## src/sv/bbrk_pkg.sv

```systemverilog
// Shared types and constants for the buck/boost RK4 plant step block.
package bbrk_pkg;

	// Sequencer states of the step engine
	typedef enum logic [3:0] {
		ST_IDLE,
		ST_DV,
		ST_PT,
		ST_LOAD,
		ST_OMV,
		ST_OMI,
		ST_AB,
		ST_KI,
		ST_KV,
		ST_ACC,
		ST_DSET,
		ST_DIV,
		ST_UPD
	} st_t;

	// Right shift applied to a product by the shared multiplier
	typedef enum logic [1:0] {
		SH16,
		SH24,
		SH32
	} sh_t;

	// Request from the sequencer to the shared multiplier
	typedef struct packed {
		logic start;
		sh_t  sh;
		logic sat;
	} mul_req_t;

	// Register indexes on the configuration port
	typedef enum logic [1:0] {
		REG_STEP_L = 2'd0,
		REG_STEP_C = 2'd1,
		REG_LOAD_G = 2'd2,
		REG_NONE   = 2'd3
	} reg_idx_t;

	localparam logic [31:0] STEP_L_RST = 32'd42949673;
	localparam logic [31:0] STEP_C_RST = 32'd42949673;
	localparam logic [31:0] LOAD_G_RST = 32'd1677722;
	localparam logic [16:0] FRAC_ONE   = 17'h10000;
	// ceil(2^13 / 6): exact quotient by six for any 11-bit partial dividend
	localparam logic [10:0] RECIP_SIX  = 11'd1366;

endpackage

```

## src/sv/bbrk_mul.sv

```systemverilog
// Shared sign-magnitude multiplier: 32x32 core used twice per product, then shift and saturate.
module bbrk_mul #(
	parameter int STATE_WIDTH = 32,
	parameter int AW = 38
) (
	input  logic                 clk,
	input  logic                 arst_n,
	input  bbrk_pkg::mul_req_t   req,
	input  logic signed [AW-1:0] opa,
	input  logic [31:0]          opb,
	output logic                 done,
	output logic signed [AW-1:0] res
);
	import bbrk_pkg::*;

	localparam logic [95:0] LIM_W = 96'((97'd1 << (STATE_WIDTH + 2)) - 97'd1);
	localparam logic signed [AW-1:0] LIM_A = AW'(LIM_W);

	logic [1:0]           ph_q;
	logic                 done_q;
	logic [63:0]          mag_q;
	logic                 neg_q;
	logic [31:0]          b_q;
	sh_t                  sh_q;
	logic                 sat_q;
	logic [63:0]          prod_q;
	logic [63:0]          lo_q;
	logic signed [AW-1:0] res_q;

	logic signed [AW-1:0] sa_c;
	logic signed [AW-1:0] mag_c;
	logic [95:0]          full_c;
	logic [95:0]          shf_c;
	logic [AW-1:0]        rmag_c;
	logic signed [AW-1:0] fin_c;

	// Saturate the operand, then take its magnitude
	always_comb begin
		if (opa > LIM_A) begin
			sa_c = LIM_A;
		end else if (opa < -LIM_A) begin
			sa_c = -LIM_A;
		end else begin
			sa_c = opa;
		end
		mag_c = (sa_c < 0) ? -sa_c : sa_c;
	end

	// Combine both partial products, shift, saturate, restore sign
	always_comb begin
		full_c = {prod_q, 32'd0} + {32'd0, lo_q};
		unique case (sh_q)
			SH16:    shf_c = full_c >> 16;
			SH24:    shf_c = full_c >> 24;
			SH32:    shf_c = full_c >> 32;
			default: shf_c = full_c >> 32;
		endcase
		if (sat_q && (shf_c > LIM_W)) begin
			rmag_c = AW'(LIM_W);
		end else begin
			rmag_c = shf_c[AW-1:0];
		end
		fin_c = neg_q ? -signed'(rmag_c) : signed'(rmag_c);
	end

	always_ff @(posedge clk or negedge arst_n) begin
		if (!arst_n) begin
			ph_q   <= 2'd0;
			done_q <= 1'b0;
		end else begin
			done_q <= (ph_q == 2'd3);
			if (ph_q == 2'd0) begin
				if (req.start) begin
					ph_q <= 2'd1;
				end
			end else begin
				ph_q <= ph_q + 2'd1;
			end
		end
	end

	always_ff @(posedge clk) begin
		unique case (ph_q)
			2'd0: begin
				if (req.start) begin
					mag_q <= 64'(unsigned'(mag_c));
					neg_q <= (sa_c < 0);
					b_q   <= opb;
					sh_q  <= req.sh;
					sat_q <= req.sat;
				end
			end
			2'd1: prod_q <= mag_q[31:0] * b_q;
			2'd2: begin
				lo_q   <= prod_q;
				prod_q <= mag_q[63:32] * b_q;
			end
			2'd3: res_q <= fin_c;
			default: ;
		endcase
	end

	assign done = done_q;
	assign res  = res_q;

endmodule

```

## config.mk

```make
export PLATFORM = sky130hd
export DESIGN_NAME = bbrk_mul
export DESIGN_NICKNAME = d
export VERILOG_FILES = /design/src/sv/bbrk_pkg.sv /design/src/sv/bbrk_mul.sv
export SDC_FILE = /design/constraint.sdc
export NUM_CORES = 2
export LEC_CHECK = 0
export BUFFER_PORTS_ARGS = -buffer_cell sky130_fd_sc_hd__buf_2
export CAP_MARGIN = 20
export CELL_PAD_IN_SITES_DETAIL_PLACEMENT = 1
export CELL_PAD_IN_SITES_GLOBAL_PLACEMENT = 1
export CORE_ASPECT_RATIO = 1.2
export CORE_UTILIZATION = 45
export DETAILED_ROUTE_END_ITERATION = 8
export PLACE_DENSITY = 0.74
export SLEW_MARGIN = 20
export SYNTH_ARGS = -nofsm -noshare
export SYNTH_HDL_FRONTEND = slang
export SYNTH_SLANG_ARGS = --single-unit
```

## constraint.sdc

```tcl
create_clock -name clk -period 8.55 [get_ports clk]
set_input_delay 1.2825 -clock clk [delete_from_list [all_inputs] [get_ports clk]]
set_output_delay 1.2825 -clock clk [all_outputs]
set_load 0.05 [all_outputs]
```

# Word level (Yosys, flattened, before mapping)
# Index checks and enable logic that the tools add are counted.
[classes] add_sub_neg=4 mul=2 n_div=0 magnitude_cmp=4 n_eq_ne=5 shifts=0 n_mux=9 bitwise_logic=0 n_reduce_logical=5
[op_table] op="38-bit 2-to-1 mux" count=5
[op_table] op="80-bit one-hot mux with 2 select lines" count=1
[op_table] op="64-bit one-hot mux with 2 select lines" count=1
[op_table] op="96-bit by 64-bit adder with 96-bit output" count=1
[op_table] op="96-bit by 34-bit > comparator with 1-bit output (second input constant)" count=1
[op_table] op="38-bit negator" count=2
[op_table] op="32-bit by 32-bit multiplier with 64-bit output" count=1
[op_table] op="38-bit by 35-bit > comparator with 1-bit output (second input constant)" count=1
[op_table] op="38-bit by 1-bit < comparator with 1-bit output (second input constant)" count=1
[op_table] op="38-bit by 35-bit < comparator with 1-bit output (second input constant)" count=1
[op_table] op="6-bit by 32-bit multiplier with 38-bit output" count=1
[op_table] op="2-bit by 1-bit == test with 1-bit output (second input constant)" count=2
[op_table] op="2-bit == test (second input constant)" count=2
[op_table] op="2-bit logical NOT" count=2
[op_table] op="2-bit 2-to-1 mux" count=2
[op_table] op="2-bit by 1-bit adder with 2-bit output (second input constant)" count=1
[op_table] op="2-bit inequality test (second input constant)" count=1
[op_table] op="2-bit AND reduction" count=1
[op_table] op="2-bit nonzero test" count=1
[op_table] op="1-bit logical AND" count=1
[totals] register_bits=243 latchBits=0 ramBits=0 rom_bits=0 inputBits=76 wordCells=39 mem_count=0

# Logic depth before layout (Yosys ltp)
[logic_depth] ltp_word=7 mapped_depth=32 depth_no_buf=30

# Worst setup path before layout
# OpenSTA, ideal clock, no wires.
[synth_timing] kind="register to register" from="register b_q[2]" to="register prod_q[60], data pin" arrival_time_ps=8123 path_slack_ps=161 path_stages_with_launch=31 period_less_slack_ps=8389 cell_sequence="edfxtp_1 clkbuf_1 clkbuf_1 nand2_1 fa_1 inv_1 fa_1 inv_1 fa_1 fa_1 inv_1 fa_1 fa_1 fa_1 inv_1 fa_1 inv_1 ha_1 and3_1 nand2_1 nor2_1 a221o_1 a31oi_1 o21ai_0 a211oi_1 o41a_1 o2111a_1 o31ai_1 a221oi_1 xor2_1 nor2_1"
[synth_between] elab_chain_len=2
[synth_rtl] item="from (decl)" line_no="bbrk_mul.sv:23" source="logic [31:0] b_q;"
[synth_rtl] item="from (signal assigned)" line_no="bbrk_mul.sv:88" source="b_q <= opb;"
[synth_rtl] item="32-bit by 32-bit multiplier with 64-bit output" line_no="bbrk_mul.sv:93" source="2'd1: prod_q <= mag_q[31:0] * b_q;"
[synth_rtl] item="64-bit one-hot mux with 2 select lines" line_no="bbrk_mul.sv:83" source="unique case (ph_q)"
[synth_rtl] item="to (signal assigned)" line_no="bbrk_mul.sv:93"
[synth_rtl] item="to (signal assigned)" line_no="bbrk_mul.sv:96" source="prod_q <= mag_q[63:32] * b_q;"
[synth_rtl] item="to (decl)" line_no="bbrk_mul.sv:26" source="logic [63:0] prod_q;"
# No other way between the ends.
# A chain may end at the register's enable or synchronous reset.

# Final worst setup path
[layout_timing] from="register mag_q[16]" to="register prod_q[57], data pin"
[layout_between] elab_chain_len=2
[layout_rtl] item="from (decl)" line_no="bbrk_mul.sv:21" source="logic [63:0] mag_q;"
[layout_rtl] item="from (signal assigned)" line_no="bbrk_mul.sv:86" source="mag_q <= 64'(unsigned'(mag_c));"
[layout_rtl] item="32-bit by 32-bit multiplier with 64-bit output" line_no="bbrk_mul.sv:93"
[layout_rtl] item="64-bit one-hot mux with 2 select lines" line_no="bbrk_mul.sv:83"
# No other way between the ends.

==> results by group <==
Logic synthesis
  – Synthesized flop and latch total: ~230
  – Post-synth top area cell: fa_1
  – Sequential share of the synthesized area: between 10 and 15%
  – Mapped cell area: approximately 53000 sq um
  – Commonest register cell after synthesis: edfxtp_1
  – Share of the synthesized area in the top cell type: approximately two fifths
  – Yosys warns: 0
  – Syn_nets: 7441
  – Synth area leaders: fa_1 (38%), edfxtp_1 (13%), ha_1 (8.1%), inv_1 (7.9%), nand2_1 (7.0%)
  – Distinct cells, synth: between 100 and 150
  – Cell count after synthesis: 6000
  – Post-synth EDFFs: around 220
  – Synth Area per Inst: a little under 9 sq um
  – Synth async-reset ratio: 1.32%

Floorplan
  – Die height: approximately 380 um
  – Die X: 316 um
  – Floorplan row count: approximately 140
  – CORE AREA: 117000 sq um
  – Die area: about 120000 sq um
  – Num ports: around 120
  – Initial Util: between 40% and 50%

GRT
  – Vias in the first global route: 48400
  – Tot GR Track Use: between 30% and 40%
  – Largest net degree at the start of global routing: 76
  – Initial antenna violation count: 9
  – Global-route wire length before repair: about 280 mm
  – Congestion Overflow GR: 0

Detailed routing
  – Detail Route Antenna Nets: 0
  – Vias per cell: approximately 5.6
  – Post-route DRC: 0
  – Vias: approximately 43000
  – DRT iter0 DRCs: between 2000 and 2500
  – Wire length per cell: approximately 23 um
  – Routed Wire Length: 180 mm
  – First drt pass iteration count: 6

Layout
  – Layout cells sized above 1: roughly 10%
  – Fillers: between 10000 and 15000
  – # nets final: between 7000 and 8000
  – Footprint of the multi-input gates: a little over 40000 sq um
  – Area Overhead vs Synth: 10.4%
  – FF+latch area: between 6000 and 7000 sq um

Timing
  – Final hold viol count: 0
  – Final worst-path cycle share: between 90 and 100%
  – Fin. max-slew vios: 0
  – Crit path time final: about 8400 ps
  – Hold_ws: approximately 430 ps
  – Transition time of the tightest slew-check pin: approximately 1100 ps
  – PnR worst setup slack: between 150 and 200 ps
  – Worst slew margin: a little under a quarter
  – Endpoints failing setup: 0
  – Worst clock skew: ~50 ps
  – Unrepaired setup endpoints after global routing: yes
  – Fmax: about 120 MHz

Clocking
  – CTS Sinks: about 230
  – Clock Latency Late Sink: 680 ps
  – Num CTS Buffers: 29
  – Root buf cell: clkbuf_16
  – TritonCTS clock tree: done
  – Clk slew on worst S/H paths: ~60 ps
  – Clk buf depth: 3
  – H-tree levels: 1

Run status
  – Status: finished clean

Placed design
  – Dpl ws: -266 ps
  – Final HPWL DP: roughly 150 mm
  – Port Buffer Count: approximately 110
  – RePlAce Congestion: between 0.9 and 1

Setup path
  – Worst Setup End Kind: flip-flop
  – R2R Path Start: mag_q[16]
  – Crit path max fanout: 14
  – CP Data Required Time: 8910 ps
  – Critical-path top delay cell: fa_1
  – Largest stage delay on the critical path: roughly 590 ps
  – Kind of critical path: flip-flop to flip-flop
  – CP startpoint: mag_q[16]
  – Buf+Inv Stages, Crit Path: 9
  – Startpoint Class: flip-flop
  – Cell family with most CP delay: adder cells
  – Critical Path AT: between 8000 and 9000 ps
  – Most used cell, CP: fa_1

Job
  – Max Cap Viol: 0

Worst hold path
  – Hold Crit Class: input pin to async pin
-- area by class of cell --
type,instances,share of cell area [%]
Clock buffer,31,1.25
Tap cell,1529,3.25
Inverter,1122,7.15
Sequential cell,227,11.6
Timing Repair Buffer,475,6.40
Multi-Input combinational cell,4308,70.1
Antenna cell,3,0.0128
Clock inverter,18,0.247
-- kinds of logic (layout without fill, tap and decap cells) --
family | after synthesis | in the layout | share of synthesized area, %
simple gates | 2052 | 2052 | 18.5
buf+inv | 1466 | 1646 | 10.4
fa+ha+maj | 1365 | 1365 | 46.4
compound gates | 732 | 733 | 9.27
flops | 227 | 227 | 12.8
xor+xnor | 119 | 119 | 1.96
mux | 39 | 39 | 0.777
other cells | 0 | 3 | 0
-- repair_timing --
| item | in CTS | in global routing |
|---|---|---|
| endpoints found under the setup margin | 15 | 21 |
| hold buffers | 0 | 0 |
| resized for setup | 17 | 65 |
| gates cloned | 0 | 2 |
| buffers inserted | 7 | 25 |
| pin swaps | 4 | 27 |
-- path summary, 6_finish.rpt --
check | endpoint | slack [ps] | cells past startpoint
worst max-delay path | prod_q[57] | 180 | 31
worst min-delay path | done | 430 | 1
worst max register to register | prod_q[57] | 180 | 31
worst min register to register | lo_q[63] | 480 | 0
max in group asynchronous | ph_q[1] | 8000 | 1
min in group clk | lo_q[63] | 480 | 0
-- flip-flops by register name (all words and copies together), names as in the netlist --
register  flops
b_q          32
done          1
lo_q         48
mag_q        38
neg_q         1
ph_q          2
prod_q       64
res          38
sat_q         1
sh_q          2
-- placed cells by master (no fill, tap or decap), types with 16 or more instances in the layout --
master | netlist | layout
and3_1 | 32 | 31
nor4_1 | 30 | 30
a2111oi_0 | 18 | 17
o21a_1 | 27 | 27
nor3_1 | 83 | 81
buf_4 | 3 | 309
nor2b_1 | 33 | 33
clkbuf_16 | 0 | 30
mux2i_1 | 23 | 23
xor2_1 | 46 | 46
xnor2_1 | 73 | 73
nand2b_1 | 25 | 25
ha_1 | 347 | 338
a211oi_1 | 30 | 29
nor2_1 | 208 | 207
a21o_1 | 84 | 84
o31ai_1 | 19 | 16
buf_2 | 19 | 115
o211ai_1 | 24 | 24
nand4_1 | 35 | 35
inv_1 | 1121 | 1121
a31oi_1 | 21 | 20
fa_1 | 1018 | 1012
a21oi_1 | 190 | 182
o21ai_0 | 134 | 127
edfxtp_1 | 224 | 224
nand2_1 | 1000 | 998
buf_12 | 0 | 31
and2_1 | 410 | 409
nand3_1 | 72 | 71
or3_1 | 33 | 33
or2_2 | 16 | 16
-- Yosys cell counts, types with 30 or more instances --
cell type and instances:
edfxtp_1 224, nor2b_1 33, xnor2_1 73, nor3_1 83, a211oi_1 30, inv_1 1121
nand3_1 72, xor2_1 46, and3_1 32, nand4_1 35, and2_1 410, fa_1 1018
a21o_1 84, clkbuf_1 302, nor4_1 30, nor2_1 208, a21oi_1 190, nand2_1 1000
or3_1 33, ha_1 347, o21ai_0 134
-- stage by stage --
step	setup TNS, ps	area (sq um)	util [%]	instances
4_1_cts	-3.69	58300	49.9	7682
3_3_place_gp	-832	57300	49.0	7626
3_5_place_dp	-2130	57300	49.0	7626
6_report	0	58900	50.4	7713
2_1_floorplan	0	53300	-	6000
5_1_grt	-248	58900	50.3	7710
-- metal layers --
metal / wire length (um) / up-vias / track usage, %
li1: - / 19200 / -
met1: 70800 / 22600 / 36.7
met2: 92400 / 1066 / 54.9
met3: 8120 / 418 / 3.45
met4: 9110 / 8 / 12.7
met5: 55 / - / 0
Power is left out: the tool's default activity adds up to more than one toggle a clock period on the data nets, which glitch-free logic cannot reach.
